### config.mk
export PLATFORM = sky130hd
export DESIGN_NAME = gcn2_rra_coef
export DESIGN_NICKNAME = d
export VERILOG_FILES = /design/src/hdl/gcn2_rra_pkg.sv /design/src/hdl/gcn2_rra_coef.sv
export SDC_FILE = /design/constraint.sdc
export NUM_CORES = 1
export LEC_CHECK = 0
export ABC_AREA = 1
export CAP_MARGIN = 20
export CORE_ASPECT_RATIO = 1.2
export CORE_MARGIN = 2
export CORE_UTILIZATION = 60
export DETAILED_ROUTE_END_ITERATION = 16
export DONT_BUFFER_PORTS = 1
export GPL_ROUTABILITY_DRIVEN = 1
export HOLD_SLACK_MARGIN = 0.08
export PLACE_DENSITY = 0.76
export SETUP_SLACK_MARGIN = 0.05
export SLEW_MARGIN = 25
export SYNTH_ARGS = -nofsm -noshare
export SYNTH_HDL_FRONTEND = slang
export SYNTH_SLANG_ARGS = --single-unit
### constraint.sdc
create_clock -name clk_i -period 8.4 [get_ports clk_i]
set_input_delay 0.84 -clock clk_i [delete_from_list [all_inputs] [get_ports clk_i]]
set_output_delay 0.84 -clock clk_i [all_outputs]
set_load 0.1 [all_outputs]
### src/hdl/gcn2_rra_pkg.sv
// Shared types, constants and helpers for the GCNII residual row accumulator.
// No dependencies; imported by every module of the block.
`timescale 1ns / 1ps
`default_nettype none

package gcn2_rra_pkg;

  localparam int unsigned FEAT_W  = 32;  // Q16.16 feature, weight and sum width
  localparam int unsigned SRC_W   = 24;  // source node index
  localparam int unsigned ALPHA_W = 17;  // unsigned Q1.16, 65536 = one
  localparam int unsigned NODE_W  = 25;  // node count register
  localparam int unsigned ACT_W   = 4;   // active lanes register
  localparam int unsigned CFG_W   = 25;  // widest register
  localparam int unsigned CFG_IDX_W = 2;

  localparam logic [ALPHA_W-1:0] Q_ONE = ALPHA_W'(65536);

  typedef enum logic [CFG_IDX_W-1:0] {
    CFG_ALPHA        = 2'd0,
    CFG_NODE_COUNT   = 2'd1,
    CFG_ACTIVE_LANES = 2'd2
  } cfg_idx_e;

  // Operation codes carried in tuser
  localparam logic OP_EDGE   = 1'b0;
  localparam logic OP_FINISH = 1'b1;

  // Per-item control travelling alongside the datapath
  typedef struct packed {
    logic             valid;
    logic             op;      // OP_EDGE or OP_FINISH
    logic             bad;     // edge source not below node count
    logic [ACT_W-1:0] active;  // active lanes at acceptance
  } ctl_t;

  function automatic logic signed [FEAT_W-1:0] sat32(input logic signed [63:0] x);
    logic signed [63:0] hi;
    logic signed [63:0] lo;
    hi = 64'sd2147483647;
    lo = -64'sd2147483648;
    if (x > hi) begin
      sat32 = 32'sh7fffffff;
    end else if (x < lo) begin
      sat32 = 32'sh80000000;
    end else begin
      sat32 = x[FEAT_W-1:0];
    end
  endfunction

endpackage

`default_nettype wire

### src/hdl/gcn2_rra_coef.sv
// Edge coefficient stage: weight times scale ((1 - alpha) for edges), rounded to Q16.16.
// Depends on gcn2_rra_pkg.
`timescale 1ns / 1ps
`default_nettype none

module gcn2_rra_coef (
  input  wire                                   clk_i,
  input  wire                                   en_i,
  input  wire  signed [gcn2_rra_pkg::FEAT_W-1:0]  weight_i,
  input  wire         [gcn2_rra_pkg::ALPHA_W-1:0] scale_i,
  output logic signed [gcn2_rra_pkg::FEAT_W-1:0]  coef_o
);
  import gcn2_rra_pkg::*;

  logic signed [49:0]       prod;
  logic signed [49:0]       rnd;
  logic signed [FEAT_W-1:0] coef_d, coef_q;

  // |weight * scale| <= 2^47, so the rounded value always fits 32 bits
  assign prod   = weight_i * $signed({1'b0, scale_i});
  assign rnd    = prod + 50'sd32768;
  assign coef_d = rnd[47:16];

  always_ff @(posedge clk_i) begin
    if (en_i) begin
      coef_q <= coef_d;
    end
  end

  assign coef_o = coef_q;

endmodule

`default_nettype wire

==> summary.txt <==
CTS
  – Cts repair resizes: 0
  – Setup Fix Bufs, Post-CTS: 0
  – Clock buffer depth: 2
  – Clk slew on worst S/H paths: 0.06 ns
  – CTS tree: done
  – Hold buffers post-CTS: 0
  – TritonCTS buffer count: 5
  – H-tree Lvls: 2
  – Clock root buffer: clkbuf_16
  – Clock Sinks: 32

Synthesis
  – Post-Synthesis Cells: 2840
  – Flops & latches, synth: 32
  – Syn_area_per_cell: 7.57 um^2
  – Main flop type after synthesis: edfxtp_1
  – Asr flop ratio synth: 0%
  – Register area share after synthesis: 4.47%
  – Post-synthesis cell type count: 32
  – Synthesized cell area: 21500 um^2
  – Synth Warn #: 0
  – Post-synth EDFFs: 32
  – Net Count, Synth: 3541

Die
  – Placeable Area: 35100 um^2
  – Die area: 37400 um^2
  – Io pins: 83
  – Starting Density: 61.3%
  – Floorplan row count: 75
  – Die H: 211 um
  – Die Wd: 177 um

Routing
  – DR iter-0 viols: 1125
  – Final wirelength: 57200 um
  – DR pass1 iterations: 5
  – DR WL/cell: 17.9 um
  – DRC viols: 0
  – Routed vias: 16932
  – DRT antenna net count: 0
  – Vias/cell: 5.30

STA
  – Max Fclk: 164 MHz
  – Crit path time final: 6.11 ns
  – Slew HR: 32.4%
  – Final Hold Slack: 0.676 ns
  – Final Max Tran Viols: 0
  – Setup TNS: 0 ns
  – Worst-margin pin slew: 1.02 ns
  – Setup-failing EPs final: 0
  – Fin crit share: 72.8%
  – Final Hold Vio Count: 0
  – RSZ-0062 raised after global routing: no

Global route
  – Largest net degree at the start of global routing: 34
  – Vias in the first global route: 19288
  – GRT Util Overall: 33.1%
  – Global route overflow: 0
  – First-pass GRT wire length: 95500 um
  – Antenna violations before repair: 0

Setup path
  – Crit path capture type: flip-flop
  – Critical path origin: scale_i[3]
  – Critical Path RT: 8.44 ns
  – Startpoint Class: input pin
  – Crit path max fanout: 32
  – Path type of the worst setup path: input pin to flip-flop
  – CP Data Arrival Time: 6.15 ns

Cells and area
  – Register Area: 961 um^2
  – Most common cell after layout, fill and taps aside: inv_1
  – N_diodes: 0
  – Nets: 3431
  – Multi-input logic area: 16300 um^2
  – Fill count: 3178
  – Highest-count cells in the layout ignoring fill and taps: inv_1, nand2_1, fa_1
  – Synth-to-Final Area Change: 1.29%
  – Max reg flops: 32
  – Layout cells sized above 1: 1.10%

Placement
  – Hpwl dp: 47100 um
  – GP Congestion: 0.955
  – IO Port Bufs: 0

Status
  – Status: finished clean

Min path
  – Worst Hold Class: input pin to flip-flop
  – Worst Hold Launch: en_i

Flow run
  – Max-cap violations: 0
-- through the flow --
step	util, %	setup slack (ns)	cell area (um^2)	cells
4_1_cts	62.0	2.32	21800	3193
2_1_floorplan	-	2.04	21500	2840
6_report	62.0	2.29	21800	3193
3_3_place_gp	61.6	2.12	21600	3185
3_5_place_dp	61.6	2.02	21600	3185
5_1_grt	62.0	1.92	21800	3193
-- path summary, 6_finish.rpt --
| kind | to | cells after the start |
|---|---|---|
| setup / recovery | coef_o[31]$_DFFE_PP_ | 22 |
| hold / removal | coef_o[5]$_DFFE_PP_ | 0 |
-- layer usage --
metal	share of wire [%]	global-route usage (%)	up-vias
met5	0	0	-
met4	7.1	20.1	0
met3	6.2	3.99	261
met2	52	61.3	719
met1	34	36.0	8374
li1	-	-	7578
-- final cells by class --
cell class / instances / area share, %
well taps: 462 / 2.65
clock buffers: 5 / 0.575
clock inverters: 3 / 0.0632
flip-flops and latches: 32 / 4.41
inverters: 1004 / 17.3
multi-input cells: 1687 / 75.0
-- Yosys cell counts (6+ instances only) --
master / count / share of area [%]
nand4_1: 12 / 0.35
nand2_1: 731 / 13
ha_1: 142 / 8.3
inv_1: 995 / 17
a21oi_1: 49 / 1.1
inv_2: 9 / 0.16
edfxtp_1: 32 / 4.5
fa_1: 508 / 47
nor3_1: 8 / 0.19
xor2_1: 19 / 0.77
a21o_1: 7 / 0.24
nand3_1: 39 / 0.91
nor2_1: 93 / 1.6
o21ai_0: 29 / 0.68
clkbuf_1: 114 / 2.0
a21boi_0: 6 / 0.21
o21ai_1: 7 / 0.16
-- critical path, stage by stage --
cell     delay (ns)
nand2_1        0.12
fa_1           0.66
fa_1           0.71
inv_1          0.20
fa_1           0.52
inv_1          0.06
fa_1           0.52
inv_1          0.05
fa_1           0.49
fa_1           0.41
ha_1           0.39
nand2_1        0.10
inv_1          0.09
nand3_1        0.09
nor3_1         0.25
nand3_1        0.14
nor2_1         0.11
nand2_1        0.06
nand3_1        0.15
inv_1          0.06
nand2_1        0.06
nand2_1        0.05
-- logic make-up (layout without fill, tap and decap cells) --
| family | Yosys count | after routing | synth area share, % |
|---|---|---|---|
| buf+inv | 1121 | 1012 | 19.6 |
| simple gates | 899 | 899 | 16.4 |
| fa+ha+maj | 650 | 650 | 55.6 |
| compound gates | 114 | 114 | 3.00 |
| flops | 32 | 32 | 4.47 |
| xor+xnor | 24 | 24 | 0.978 |
Power is not shown: default switching activity piles up to over one toggle a cycle in this logic, so the estimate is an artifact.
