--- config.mk ---
export PLATFORM = sky130hd
export DESIGN_NAME = gcn2_rra_lane
export DESIGN_NICKNAME = d
export VERILOG_FILES = /design/src/hdl/gcn2_rra_pkg.sv /design/src/hdl/gcn2_rra_lane.sv
export SDC_FILE = /design/constraint.sdc
export NUM_CORES = 2
export LEC_CHECK = 0
export BUFFER_PORTS_ARGS = -buffer_cell sky130_fd_sc_hd__clkbuf_2
export CORE_MARGIN = 2
export CORE_UTILIZATION = 46
export DETAILED_ROUTE_END_ITERATION = 8
export PLACE_DENSITY = 0.72
export SYNTH_ARGS = -nofsm -noshare
export SYNTH_HDL_FRONTEND = slang
export SYNTH_SLANG_ARGS = --single-unit
--- constraint.sdc ---
create_clock -name clk_i -period 3.5 [get_ports clk_i]
set_input_delay 0.7 -clock clk_i [delete_from_list [all_inputs] [get_ports clk_i]]
set_output_delay 0.7 -clock clk_i [all_outputs]
set_load 0.02 [all_outputs]
--- src/hdl/gcn2_rra_pkg.sv ---
// Shared types, constants and helpers for the GCNII residual row accumulator.
// No dependencies; imported by every module of the block.
`timescale 1ns / 1ps
`default_nettype none

package gcn2_rra_pkg;

  localparam int unsigned FEAT_W  = 32;  // Q16.16 feature, weight and sum width
  localparam int unsigned SRC_W   = 24;  // source node index
  localparam int unsigned ALPHA_W = 17;  // unsigned Q1.16, 65536 = one
  localparam int unsigned NODE_W  = 25;  // node count register
  localparam int unsigned ACT_W   = 4;   // active lanes register
  localparam int unsigned CFG_W   = 25;  // widest register
  localparam int unsigned CFG_IDX_W = 2;

  localparam logic [ALPHA_W-1:0] Q_ONE = ALPHA_W'(65536);

  typedef enum logic [CFG_IDX_W-1:0] {
    CFG_ALPHA        = 2'd0,
    CFG_NODE_COUNT   = 2'd1,
    CFG_ACTIVE_LANES = 2'd2
  } cfg_idx_e;

  // Operation codes carried in tuser
  localparam logic OP_EDGE   = 1'b0;
  localparam logic OP_FINISH = 1'b1;

  // Per-item control travelling alongside the datapath
  typedef struct packed {
    logic             valid;
    logic             op;      // OP_EDGE or OP_FINISH
    logic             bad;     // edge source not below node count
    logic [ACT_W-1:0] active;  // active lanes at acceptance
  } ctl_t;

  function automatic logic signed [FEAT_W-1:0] sat32(input logic signed [63:0] x);
    logic signed [63:0] hi;
    logic signed [63:0] lo;
    hi = 64'sd2147483647;
    lo = -64'sd2147483648;
    if (x > hi) begin
      sat32 = 32'sh7fffffff;
    end else if (x < lo) begin
      sat32 = 32'sh80000000;
    end else begin
      sat32 = x[FEAT_W-1:0];
    end
  endfunction

endpackage

`default_nettype wire

--- src/hdl/gcn2_rra_lane.sv ---
// One channel lane: multiplier, rounding/saturation stage and saturating accumulator.
// Depends on gcn2_rra_pkg.
`timescale 1ns / 1ps
`default_nettype none

module gcn2_rra_lane (
  input  wire                                    clk_i,
  input  wire                                    rst_ni,
  input  wire                                    en_i,
  input  wire  signed [gcn2_rra_pkg::FEAT_W:0]     oper_i,    // coef or alpha
  input  wire  signed [gcn2_rra_pkg::FEAT_W-1:0]   feat_i,
  input  wire                                    term_op_i, // op of item in product reg
  input  gcn2_rra_pkg::ctl_t                     acc_ctl_i, // item in term reg
  output logic signed [gcn2_rra_pkg::FEAT_W-1:0]   result_o
);
  import gcn2_rra_pkg::*;

  logic signed [64:0]       prod_q;
  logic signed [64:0]       rnd;
  logic signed [48:0]       rnd_sh;
  logic signed [FEAT_W:0]   term_d, term_q;
  logic signed [FEAT_W-1:0] sum_d, sum_q;
  logic signed [33:0]       total;

  always_ff @(posedge clk_i) begin
    if (en_i) begin
      prod_q <= oper_i * feat_i;
      term_q <= term_d;
    end
  end

  assign rnd    = prod_q + 65'sd32768;
  assign rnd_sh = rnd[64:16];

  // Edge term saturates on its own; the alpha term fits 33 bits as it is
  always_comb begin
    if (term_op_i == OP_FINISH) begin
      term_d = rnd[48:16];
    end else begin
      term_d = (FEAT_W+1)'(sat32(64'(rnd_sh)));
    end
  end

  assign total    = 34'(sum_q) + 34'(term_q);
  assign result_o = sat32(64'(total));

  always_comb begin
    sum_d = sum_q;
    if (en_i && acc_ctl_i.valid) begin
      if (acc_ctl_i.op == OP_FINISH) begin
        sum_d = '0;
      end else begin
        sum_d = result_o;
      end
    end
  end

  always_ff @(posedge clk_i or negedge rst_ni) begin
    if (!rst_ni) begin
      sum_q <= '0;
    end else begin
      sum_q <= sum_d;
    end
  end

endmodule

`default_nettype wire

==> summary.md <==
| Metric | Value |
|---|---|
| Final hold violation count | `0` |
| Class of the tightest hold or removal check | `in -> async` |
| Maximum clock frequency | `133 MHz` |
| TritonCTS clock tree | `done` |
| Final slew viol count | `0` |
| Clock insertion delay at the later pin of the skew report | `0.43 ns` |
| Final antenna-violating net count | `0` |
| Die Wd | `311 µm` |
| Max FO, Critical Path | `12` |
| Synth cell types | `74` |
| First-iteration detailed-routing DRC count | `2314` |
| Cell type of the slowest stage on the worst timing path | `sky130_fd_sc_hd__fa_2` |
| Critical path's largest stage delay | `0.60 ns` |
| Clock net sink count | `115` |
| Critical path endpoint category | `register` |
| Warnings, synthesis | `0` |
| GPL Wtd Cong | `0.942` |
| Wire per inst | `20.0 µm` |
| Num ports | `108` |
| Arr. time, crit path | `7.72 ns` |
| Flip-flop cell with the highest count after synthesis | `sky130_fd_sc_hd__edfxtp_1` |
| Most frequent cell on the critical path | `sky130_fd_sc_hd__fa_2` |
| Category of the critical setup timing path | `in -> reg` |
| Die Span Y | `311 µm` |
| Total global-route track usage | `0.257` |
| Post-layout net count | `6495` |
| Area growth from synthesis to layout | `26.3%` |
| Pin count of the biggest net entering global routing | `50` |
| Post-route DRC | `0` |
| Critical path launch point type | `input port` |
| Max-cap violations | `0` |
| Mapped Avg Cell Area | `9.58 µm²` |
| Number of vias per cell | `5.28` |
| FF+latch count, synth | `115` |
| Smallest hold slack | `0.390 ns` |
| Via total after detailed routing | `33569` |
| Deepest clock path buffer count | `2` |
| Outcome | `finished, violations left` |
| Effective utilization at floorplan | `0.464` |
| First-pass GRT wire length | `198000 µm` |
| Gate count of the mapped netlist | `4523` |
| Floorplan core area | `0.0933 mm²` |
| Post-synthesis cell area | `0.0433 mm²` |
| Number of buffers inserted by port buffering | `102` |
| Vias in the first global route | `37190` |
| HPWL after DPL | `102000 µm` |
| Residual overflow from global routing | `0` |
| Multi-input combinational cell area | `0.0375 mm²` |
| Die Footprint | `0.0966 mm²` |
| DRT Pass-1 Iters | `6` |
| Fill cell instance count of the final layout | `7466` |
| Final routed wirelength across all metal layers | `127000 µm` |
| Worst relative slew slack | `0.421` |
| # H-tree levels | `4` |
| Sequential cell area | `0.00329 mm²` |
| Fin worst setup slack | `-4.04 ns` |
| Cell row count | `112` |
| Violated checks | `setup timing` |
| Worst R2R Setup Slack | `-0.14 ns` |
| Root buf cell | `sky130_fd_sc_hd__clkbuf_16` |
| Post-synthesis sequential area ratio | `0.0760` |
| Required time reported for the critical path endpoint | `3.67 ns` |
| RSZ-0062 raised after global routing | `yes` |
| Min Clock Period, post-route | `7.54 ns` |
| Final clock period utilization by the worst path | `2.16` |
| Antenna violations before repair | `2` |
| Number of CTS-inserted buffers | `17` |
| Slew at the pin closest to its max-slew limit | `0.868 ns` |
| Final Skew | `0.0146 ns` |
| Final-report setup violation count | `110` |
| Clk slew on worst S/H paths | `0.06 ns` |
| Fraction of layout cells with a size suffix above 1 | `0.232` |
| Net count after synthesis | `5927` |
| EDFF count, synth | `83` |
| Fraction of synthesis flops using an asynchronous set or reset pin | `0.278` |
==> placed cells by master (no fill, tap or decap), types with 16 or more instances in the layout <==
| cell | count |
|---|---|
| sky130_fd_sc_hd__ha_4 | 37 |
| sky130_fd_sc_hd__fa_1 | 1032 |
| sky130_fd_sc_hd__xor2_1 | 56 |
| sky130_fd_sc_hd__a21oi_2 | 28 |
| sky130_fd_sc_hd__buf_12 | 77 |
| sky130_fd_sc_hd__ha_1 | 176 |
| sky130_fd_sc_hd__nand2b_4 | 16 |
| sky130_fd_sc_hd__nand3_1 | 27 |
| sky130_fd_sc_hd__o21ai_4 | 17 |
| sky130_fd_sc_hd__a21o_1 | 45 |
| sky130_fd_sc_hd__clkbuf_16 | 37 |
| sky130_fd_sc_hd__xnor2_1 | 67 |
| sky130_fd_sc_hd__a221o_1 | 22 |
| sky130_fd_sc_hd__nor2_1 | 60 |
| sky130_fd_sc_hd__inv_1 | 1004 |
| sky130_fd_sc_hd__o21ai_0 | 24 |
| sky130_fd_sc_hd__nand2b_1 | 18 |
| sky130_fd_sc_hd__fa_2 | 80 |
| sky130_fd_sc_hd__buf_8 | 22 |
| sky130_fd_sc_hd__nand4_1 | 28 |
| sky130_fd_sc_hd__a21oi_1 | 45 |
| sky130_fd_sc_hd__buf_6 | 103 |
| sky130_fd_sc_hd__edfxtp_1 | 83 |
| sky130_fd_sc_hd__buf_4 | 496 |
| sky130_fd_sc_hd__dfrtp_1 | 32 |
| sky130_fd_sc_hd__clkbuf_2 | 29 |
| sky130_fd_sc_hd__o21ai_1 | 32 |
| sky130_fd_sc_hd__and2_1 | 497 |
| sky130_fd_sc_hd__and3_1 | 17 |
| sky130_fd_sc_hd__nand2_1 | 534 |
| sky130_fd_sc_hd__inv_2 | 29 |
| sky130_fd_sc_hd__and2_4 | 32 |
==> worst max-delay path: cells and delay by family <==
kind	cells	cell delay (ns)
AOI/OAI and AO/OA	9	1.40
xor gates and xnor gates	1	0.08
adders and majority gates	9	4.33
buffers and inverters	7	1.02
and+or+nand+nor	1	0.18
==> sequential cells by signal (all words and copies together), names as in the netlist <==
| signal | flops |
|---|---|
| term_q | 33 |
| prod_q | 50 |
| sum_q | 32 |
==> per-layer routing <==
metal  up-vias  part of all wire  global-route usage
met5         -                 0                   0
met4         0             0.046              0.0800
met3       354             0.090              0.0507
met2      1460              0.46               0.418
met1     17249              0.40               0.350
li1      14506                 -                   -
==> Yosys cell counts, drive strengths merged (19+ instances only) <==
master  number  area share
edfxtp      83       0.058
nand4       28      0.0040
a221o       22      0.0051
inv       1034       0.090
fa        1112        0.51
dfrtp       32       0.018
and2       529       0.076
nand3       30      0.0035
and3        19      0.0027
xnor2       74       0.015
nor2        66      0.0062
a21oi       80      0.0092
ha         216       0.062
xor2        62       0.013
clkbuf     209       0.018
nand2      569       0.049
nand2b      34      0.0049
o21ai       88       0.010
a21o        45      0.0078
==> metrics by stage <==
stage	util	std cells	worst slack (ns)	TNS, ns	instance area [µm²]
6_report	0.586	6360	-4.04	-206.74	54700
5_1_grt	0.586	6358	-4.24	-224.24	54700
4_1_cts	0.564	6298	-4.02	-199.05	52600
3_5_place_dp	0.542	6233	-4.96	-232.40	50600
3_3_place_gp	0.542	6233	-4.82	-225.55	50600
2_1_floorplan	-	4523	-4.30	-174.13	44600
==> timing repair <==
item	CTS	global route
setup endpoints to repair	113	145
setup buffers	27	45
hold buffers	0	0
pin swaps	123	185
gates cloned	7	19
resized for setup	220	393
==> cell type report <==
class,instances,share of cell area
timing repair buffer,776,0.143
clock buffer,17,0.00778
clock inverter,15,0.00343
tap,1254,0.0287
sequential,115,0.0602
antenna,2,0.0000915
multi-input combinational,3147,0.685
inverter,1034,0.0710
==> worst paths after layout <==
check | end | cells past startpoint | start
max | prod_q[60] | 27 | feat_i[12]
min | sum_q[6] | 1 | rst_ni
max reg2reg | sum_q[22] | 15 | term_q[18]
min reg2reg | sum_q[20] | 1 | sum_q[20]
max in group asynchronous | sum_q[28] | 1 | rst_ni
min in group clk_i | sum_q[20] | 1 | sum_q[20]
==> logic make-up after synthesis <==
family                     count (synthesis)  synth area share
AOI/OAI and AO/OA                        352            0.0544
xor gates and xnor gates                 136            0.0275
adders and majority gates               1328             0.576
buffers and inverters                   1261             0.110
DFF                                      115            0.0760
muxes                                      2          0.000491
and+or+nand+nor                         1329             0.156
Power is not shown: default switching activity piles up to over one toggle a cycle in this logic, so the estimate is an artifact.
