`src/hdl/gcn2_rra_pkg.sv`:
```
// Shared types, constants and helpers for the GCNII residual row accumulator.
// No dependencies; imported by every module of the block.
`timescale 1ns / 1ps
`default_nettype none

package gcn2_rra_pkg;

  localparam int unsigned FEAT_W  = 32;  // Q16.16 feature, weight and sum width
  localparam int unsigned SRC_W   = 24;  // source node index
  localparam int unsigned ALPHA_W = 17;  // unsigned Q1.16, 65536 = one
  localparam int unsigned NODE_W  = 25;  // node count register
  localparam int unsigned ACT_W   = 4;   // active lanes register
  localparam int unsigned CFG_W   = 25;  // widest register
  localparam int unsigned CFG_IDX_W = 2;

  localparam logic [ALPHA_W-1:0] Q_ONE = ALPHA_W'(65536);

  typedef enum logic [CFG_IDX_W-1:0] {
    CFG_ALPHA        = 2'd0,
    CFG_NODE_COUNT   = 2'd1,
    CFG_ACTIVE_LANES = 2'd2
  } cfg_idx_e;

  // Operation codes carried in tuser
  localparam logic OP_EDGE   = 1'b0;
  localparam logic OP_FINISH = 1'b1;

  // Per-item control travelling alongside the datapath
  typedef struct packed {
    logic             valid;
    logic             op;      // OP_EDGE or OP_FINISH
    logic             bad;     // edge source not below node count
    logic [ACT_W-1:0] active;  // active lanes at acceptance
  } ctl_t;

  function automatic logic signed [FEAT_W-1:0] sat32(input logic signed [63:0] x);
    logic signed [63:0] hi;
    logic signed [63:0] lo;
    hi = 64'sd2147483647;
    lo = -64'sd2147483648;
    if (x > hi) begin
      sat32 = 32'sh7fffffff;
    end else if (x < lo) begin
      sat32 = 32'sh80000000;
    end else begin
      sat32 = x[FEAT_W-1:0];
    end
  endfunction

endpackage

`default_nettype wire

```
`src/hdl/gcn2_rra_merge.sv`:
```
// Merge stage: lane masking, row validity tracking and the result register.
// Depends on gcn2_rra_pkg.
`timescale 1ns / 1ps
`default_nettype none

module gcn2_rra_merge #(
  parameter int unsigned LANES = 8
) (
  input  wire                                         clk_i,
  input  wire                                         rst_ni,
  input  wire                                         en_i,
  input  gcn2_rra_pkg::ctl_t                          ctl_i,
  input  wire  [LANES-1:0][gcn2_rra_pkg::FEAT_W-1:0]  lane_res_i,
  output logic                                        out_valid_o,
  output logic [LANES-1:0][gcn2_rra_pkg::FEAT_W-1:0]  out_data_o,
  output logic                                        out_row_valid_o
);
  import gcn2_rra_pkg::*;

  logic                          out_valid_d, out_valid_q;
  logic                          row_bad_d, row_bad_q;
  logic [LANES-1:0][FEAT_W-1:0]  data_d, data_q;
  logic                          rv_q;
  logic                          load;

  assign load = en_i && ctl_i.valid && (ctl_i.op == OP_FINISH);

  always_comb begin
    for (int j = 0; j < LANES; j++) begin
      if (row_bad_q || (ACT_W'(j) >= ctl_i.active)) begin
        data_d[j] = '0;
      end else begin
        data_d[j] = lane_res_i[j];
      end
    end
  end

  always_comb begin
    out_valid_d = out_valid_q;
    row_bad_d   = row_bad_q;
    if (en_i) begin
      out_valid_d = load;
      if (ctl_i.valid) begin
        row_bad_d = (ctl_i.op == OP_FINISH) ? 1'b0 : (row_bad_q | ctl_i.bad);
      end
    end
  end

  always_ff @(posedge clk_i or negedge rst_ni) begin
    if (!rst_ni) begin
      out_valid_q <= 1'b0;
      row_bad_q   <= 1'b0;
    end else begin
      out_valid_q <= out_valid_d;
      row_bad_q   <= row_bad_d;
    end
  end

  always_ff @(posedge clk_i) begin
    if (load) begin
      data_q <= data_d;
      rv_q   <= ~row_bad_q;
    end
  end

  assign out_valid_o     = out_valid_q;
  assign out_data_o      = data_q;
  assign out_row_valid_o = rv_q;

endmodule

`default_nettype wire

```
`config.mk`:
```
export PLATFORM = sky130hd
export DESIGN_NAME = gcn2_rra_merge
export DESIGN_NICKNAME = d
export VERILOG_FILES = /design/src/hdl/gcn2_rra_pkg.sv /design/src/hdl/gcn2_rra_merge.sv
export SDC_FILE = /design/constraint.sdc
export NUM_CORES = 1
export LEC_CHECK = 0
export ABC_CLOCK_PERIOD_IN_PS = 4200
export BUFFER_PORTS_ARGS = -buffer_cell sky130_fd_sc_hd__buf_4
export CORE_AREA = 2 2 205 207
export CTS_BUF_LIST = sky130_fd_sc_hd__clkbuf_8
export DETAILED_ROUTE_END_ITERATION = 16
export DIE_AREA = 0 0 207 209
export PLACE_DENSITY = 0.54
export SYNTH_ARGS = -nofsm -noshare
export SYNTH_HDL_FRONTEND = slang
export SYNTH_SLANG_ARGS = --single-unit
```
`constraint.sdc`:
```
create_clock -name clk_i -period 4.2 [get_ports clk_i]
set_input_delay 0.63 -clock clk_i [delete_from_list [all_inputs] [get_ports clk_i]]
set_output_delay 0.63 -clock clk_i [all_outputs]
set_load 0.01 [all_outputs]
```
==> flow_metrics.py, run 1 <==
metrics = {
    "cts": {
        "clk_pin_slew_ns": 0.06,
        "cts.sinks": 259,
        "clockBufferDepth": 3,
        "clk_latency_ns": 0.60,
        "postCtsHoldBufs": 1,
        "cts_tree": "built",
        "cts_root_buf": "clkbuf_8",
        "htree_levels": 2,
        "cts-resized-gates": 0,
        "post_cts_buffers": 0,
        "cts_buffers": 47,
    },
    "sta": {
        "setup_violations": 0,
        "rsz0062_at_grt": "no",
        "slew_violations": 0,
        "finalClockSkew_ns": 0.02291,
        "setup_tns_ns": 0,
        "fmax_mhz": 477.8,
        "fin_ws_ns": 2.107,
        "hold_viol_final": 0,
        "period_share_pct": 49.83,
        "tightestPinTransition_ns": 1.066,
        "post-route-min-period_ns": 2.093,
        "max-slew-margin-rel_pct": 28.95,
    },
    "global_route": {
        "grtUsageTotal_pct": 13.93,
        "grt_max_degree": 134,
        "antenna_found_initial": 2,
        "grt_pass1_vias": 7539,
        "overflow": 0,
        "grt_pass1_wl_um": 46030,
    },
    "die": {
        "die_w_um": 207,
        "rows": 75,
        "core_area_um2": 41290,
        "ios": 524,
        "die_h_um": 209,
        "die-area_um2": 43260,
        "start_util_pct": 24.27,
    },
    "yosys": {
        "syn_area_um2": 10020,
        "synthMostInstantiatedCell": "edfxtp_1",
        "ys_seq_area_share_pct": 77.50,
        "ys_ff_latch": 259,
        "avgSynthCellArea_um2": 16.40,
        "synth_top_cell_area_share_pct": 77.00,
        "yosys-top-cells-count": "edfxtp_1 (257), nor3b_1 (160), and2_1 (64)",
        "synth_area_leaders": "edfxtp_1 (77%), nor3b_1 (12%), and2_1 (4.0%)",
        "synth_edf_count": 257,
        "ys_warn_count": 0,
        "syn_inst": 611,
        "synthArstFlopShare_pct": 0.7722,
        "yosysUniqueCellTypes": 21,
        "dominantRegCellSynth": "edfxtp_1",
        "synth_top_area_cell": "edfxtp_1",
        "syn_nets": 877,
    },
    "setup_path": {
        "endpoint_kind": "flop",
        "cpMaxStageDelayCell": "dfrtp_4",
        "required_ns": 4.49,
        "slowest_delay_ns": 0.86,
        "critPathKind": "reg -> reg",
        "worstPathArrival_ns": 2.39,
        "worstPathCellList": "buf_12, nand2b_1, a21oi_1",
        "cp-start-kind": "flop",
        "cp_max_fo": 133,
    },
    "layout": {
        "regArea_um2": 7771,
        "drive_gt1_share_pct": 51.01,
        "nets": 1414,
        "areaGrowthSynthToFinish_pct": 55.03,
        "instances_no_fill": 1726,
        "multiInputGateArea_um2": 2107,
        "fin_util_pct": 37.63,
        "num-fill-cells": 4021,
    },
    "place": {
        "gp_congestion": 0.7817,
        "hpwl_um": 21780,
        "numPortBuffers": 523,
        "pre_cts_slack_ns": 1.948,
        "dp_cells": 1637,
    },
    "route": {
        "vias_per_cell": 4.206,
        "drc": 0,
        "drtIter0Drc": 327,
        "dr_total_vias": 7260,
        "ant_nets": 0,
        "wirelength_um": 31270,
        "firstDrtPassIters": 5,
        "wl_per_cell_um": 18.12,
    },
    "min_path": {
        "worst_hold_path_type": "in -> reg",
    },
    "power": {
        "ir_worst_vdd_mv": 0.2089,
        "leakage_nw": 6.153,
        "power_density_nw_per_um2": 388.9,
    },
    "flow_run": {
        "drv_cap": 0,
    },
    "outcome": {
        "outcome": "finished, final reports clean",
    },
}
-- path summary, 6_finish.rpt --
kind                            slack [ns]               startpoint                            end  cells past startpoint
worst max-delay path                  2.11    row_bad_q$_DFFE_PN0P_  out_data_o[141]$_SDFFCE_PP0P_                      3
worst min-delay path                  0.31          lane_res_i[110]  out_data_o[110]$_SDFFCE_PP0P_                      2
worst max register to register        2.11    row_bad_q$_DFFE_PN0P_  out_data_o[141]$_SDFFCE_PP0P_                      3
worst min register to register        0.49  out_valid_o$_DFFE_PN0P_        out_valid_o$_DFFE_PN0P_                      1
max in group asynchronous             3.72                   rst_ni          row_bad_q$_DFFE_PN0P_                      2
min in group asynchronous             0.37                   rst_ni        out_valid_o$_DFFE_PN0P_                      2
-- layer usage --
metal	vias to the layer above	wire length, um	track usage [%]
met3	66	3202	6.312
met4	2	976	5.443
met2	352	15350	22.77
met1	3478	11740	15.95
met5	-	7	0
li1	3362	-	-
-- cell type report --
type	count	area share (%)
flip-flops and latches	259	50.02
repair buffers	537	26.28
multi-input cells	300	13.56
clock buffers	49	4.340
well taps	539	4.340
clock inverters	38	1.369
inverters	3	0.07248
diodes	1	0.01611
-- sequential cells by signal, summed over array words and instances (netlist names) --
signal,flops
out_valid_o,1
row_bad_q,1
out_data_o,256
out_row_valid_o,1
-- where the power goes --
group,internal [mW],switching [mW]
Sequential,2.98,0.0577
Combinational,0.392,0.340
Clock,1.20,1.07
-- cells in the final DEF (no fill, tap or decap), drive strengths merged, types with 2 or more instances in the layout --
cell	synthesis	layout
clkinvlp	0	3
clkinv	0	19
clkbuf	40	49
bufinv	0	2
and2	64	64
edfxtp	257	257
inv	3	17
a21oi	34	34
nand2b	32	32
buf	9	536
dfrtp	2	2
nor3b	160	160
-- metrics by stage --
step / cell area [um2] / power, mW / hold WS, ns
5_1_grt: 15530 / 6.334 / 0.2606
6_report: 15540 / 6.042 / 0.3084
4_1_cts: 15530 / 6.160 / 0.2424
3_5_place_dp: 14640 / 3.838 / 0.4198
3_3_place_gp: 14640 / 3.827 / 0.4194
2_1_floorplan: 10030 / 3.413 / 0.3344
-- worst max-delay path: cells and delay by family (launching register included) --
kind | cells | cell delay (ns)
AND/OR/NAND/NOR | 1 | 0.20
AO/OA/AOI/OAI | 1 | 0.04
flip-flops | 1 | 0.86
buffers and inverters | 1 | 0.42
-- cell families (layout without fill, tap and decap cells) --
kind of cell	Yosys count	count (layout)	synth area share (%)
AO/OA/AOI/OAI	39	39	2.110
buffers and inverters	52	627	2.060
flip-flops	259	259	77.50
other	0	1	0
AND/OR/NAND/NOR	261	261	18.33
(Power assumes the default switching activity.)
==> run 2: changes to the inputs <==
--- a/config.mk
+++ b/config.mk
@@ -5,7 +5,7 @@
 export SDC_FILE = /design/constraint.sdc
 export NUM_CORES = 1
 export LEC_CHECK = 0
-export ABC_CLOCK_PERIOD_IN_PS = 4200
+export ABC_CLOCK_PERIOD_IN_PS = 1940
 export BUFFER_PORTS_ARGS = -buffer_cell sky130_fd_sc_hd__buf_4
 export CORE_AREA = 2 2 205 207
 export CTS_BUF_LIST = sky130_fd_sc_hd__clkbuf_8
==> constraint.sdc (replaced) <==
create_clock -name clk_i -period 1.94 [get_ports clk_i]
set_input_delay 0.291 -clock clk_i [delete_from_list [all_inputs] [get_ports clk_i]]
set_output_delay 0.291 -clock clk_i [all_outputs]
set_load 0.01 [all_outputs]
==> run 2 against run 1 <==
  * Global-route usage increased by 0.40 points
  * Die area unchanged
  * Routed wire length increased by 2.5%
  * Register-to-register slack got worse by 1.9 ns
  * Design area increased by 7.5%
  * Sequential share of layout area decreased by 3.5 points
  * Critical path depth decreased by 1
  * Largest cell class unchanged
==> flow_metrics.py, run 2 (synthesis gave the netlist of run 1 again) <==
metrics = {
    "outcome": {
        "outcome": "finished, final reports clean",
    },
    "sta": {
        "slew_violations": 0,
        "setup_violations": 0,
        "timing.hold.ws_ns": 0.05482,
        "fmax_mhz": 588.9,
        "tightestPinTransition_ns": 0.9914,
        "period_share_pct": 87.53,
        "hold_viol_final": 0,
        "rsz0062_at_grt": "no",
        "max-slew-margin-rel_pct": 33.61,
        "setup_tns_ns": 0,
        "post-route-min-period_ns": 1.698,
        "fin_ws_ns": 0.2419,
        "finalClockSkew_ns": 0.01715,
    },
    "global_route": {
        "overflow": 0,
        "grt_pass1_wl_um": 47910,
        "grt_max_degree": 76,
        "grt_pass1_vias": 8115,
        "grtUsageTotal_pct": 14.33,
        "antenna_found_initial": 3,
    },
    "cts": {
        "post_cts_buffers": 0,
        "cts-resized-gates": 0,
        "htree_levels": 2,
        "clk_pin_slew_ns": 0.06,
        "cts_buffers": 47,
        "cts_root_buf": "clkbuf_8",
        "clockBufferDepth": 3,
        "cts.sinks": 259,
        "clk_latency_ns": 0.58,
        "cts_tree": "built",
    },
    "route": {
        "wirelength_um": 32050,
        "dr_total_vias": 7670,
        "drc": 0,
        "firstDrtPassIters": 5,
        "vias_per_cell": 4.189,
        "drtIter0Drc": 320,
        "wl_per_cell_um": 17.50,
        "ant_nets": 0,
    },
    "setup_path": {
        "worstPathArrival_ns": 2.14,
        "critPathKind": "reg -> reg",
        "r2r_start": "row_bad_q$_DFFE_PN0P_",
        "cp_max_fo": 32,
        "required_ns": 2.39,
        "cp-start-kind": "flop",
        "timing.critical_path.from": "row_bad_q$_DFFE_PN0P_",
        "endpoint_kind": "flop",
    },
    "layout": {
        "drive_gt1_share_pct": 47.83,
        "areaGrowthSynthToFinish_pct": 66.63,
        "largest_reg_flops": 256,
        "final_common_cell": "buf_4",
        "nets": 1520,
        "instances_no_fill": 1831,
        "postLayoutCellArea_um2": 16700,
        "final_cell_mix": "buf_4 (532), edfxtp_1 (257), nor3b_1 (160), dlygate4sd3_1 (96), and2_1 (64)",
        "fin_util_pct": 40.45,
    },
    "place": {
        "gp_congestion": 0.7941,
        "pre_cts_slack_ns": 0.1978,
        "numPortBuffers": 523,
        "dp_cells": 1648,
        "hpwl_um": 22420,
        "placedInstanceArea_um2": 14860,
    },
    "min_path": {
        "hold_start": "lane_res_i[212]",
        "worst_hold_path_type": "in -> reg",
    },
    "die": {
        "rows": 75,
        "start_util_pct": 24.27,
        "core_area_um2": 41290,
        "ios": 524,
        "die_w_um": 207,
        "die-area_um2": 43260,
        "die_h_um": 209,
    },
    "flow_run": {
        "drv_cap": 0,
    },
    "power": {
        "p_total_mw": 13.26,
        "ir_worst_vdd_mv": 0.5365,
        "power_density_nw_per_um2": 793.9,
        "leakage_nw": 6.635,
    },
}
[run 2: repair_timing]
item / CTS / global route
endpoints found under the setup margin: 0 / 0
hold buffers: 96 / 0
endpoints found under the hold margin: 95 / 0
[run 2: critical path: stages, from the launching register on]
cell and delay [ns]:
dfrtp_4 0.51, nor2b_2 0.78, and2_1 0.25
[run 2: where the power goes]
group	switching (mW)	internal [mW]
combinational	0.845	1.02
sequential	0.0603	6.45
clock	2.28	2.60
[run 2: final cells by class]
class                   count  area, um2
clock buffers              49      674.4
well taps                 539      674.4
flip-flops and latches    259       7771
multi-input cells         300       2107
inverters                   3      11.26
repair buffers            643       5255
fillers                  3885      24590
diodes                      2      5.005
clock inverters            36      201.4
[run 2: path summary, 6_finish.rpt]
check,to,cells after the start,slack (ns)
max in group asynchronous,row_bad_q$_DFFE_PN0P_,3,1.14
worst min-delay path,out_data_o[212]$_SDFFCE_PP0P_,2,0.05
worst max register to register,out_data_o[245]$_SDFFCE_PP0P_,2,0.24
worst max-delay path,out_data_o[245]$_SDFFCE_PP0P_,2,0.24
worst min register to register,out_valid_o$_DFFE_PN0P_,1,0.48
min in group asynchronous,out_valid_o$_DFFE_PN0P_,3,0.62
[run 2: metal layers]
metal / share of wire (%) / global-route usage [%]
met1: 37 / 15.92
met2: 50 / 24.45
met3: 10 / 6.282
met4: 2.5 / 5.000
met5: 0.041 / 0
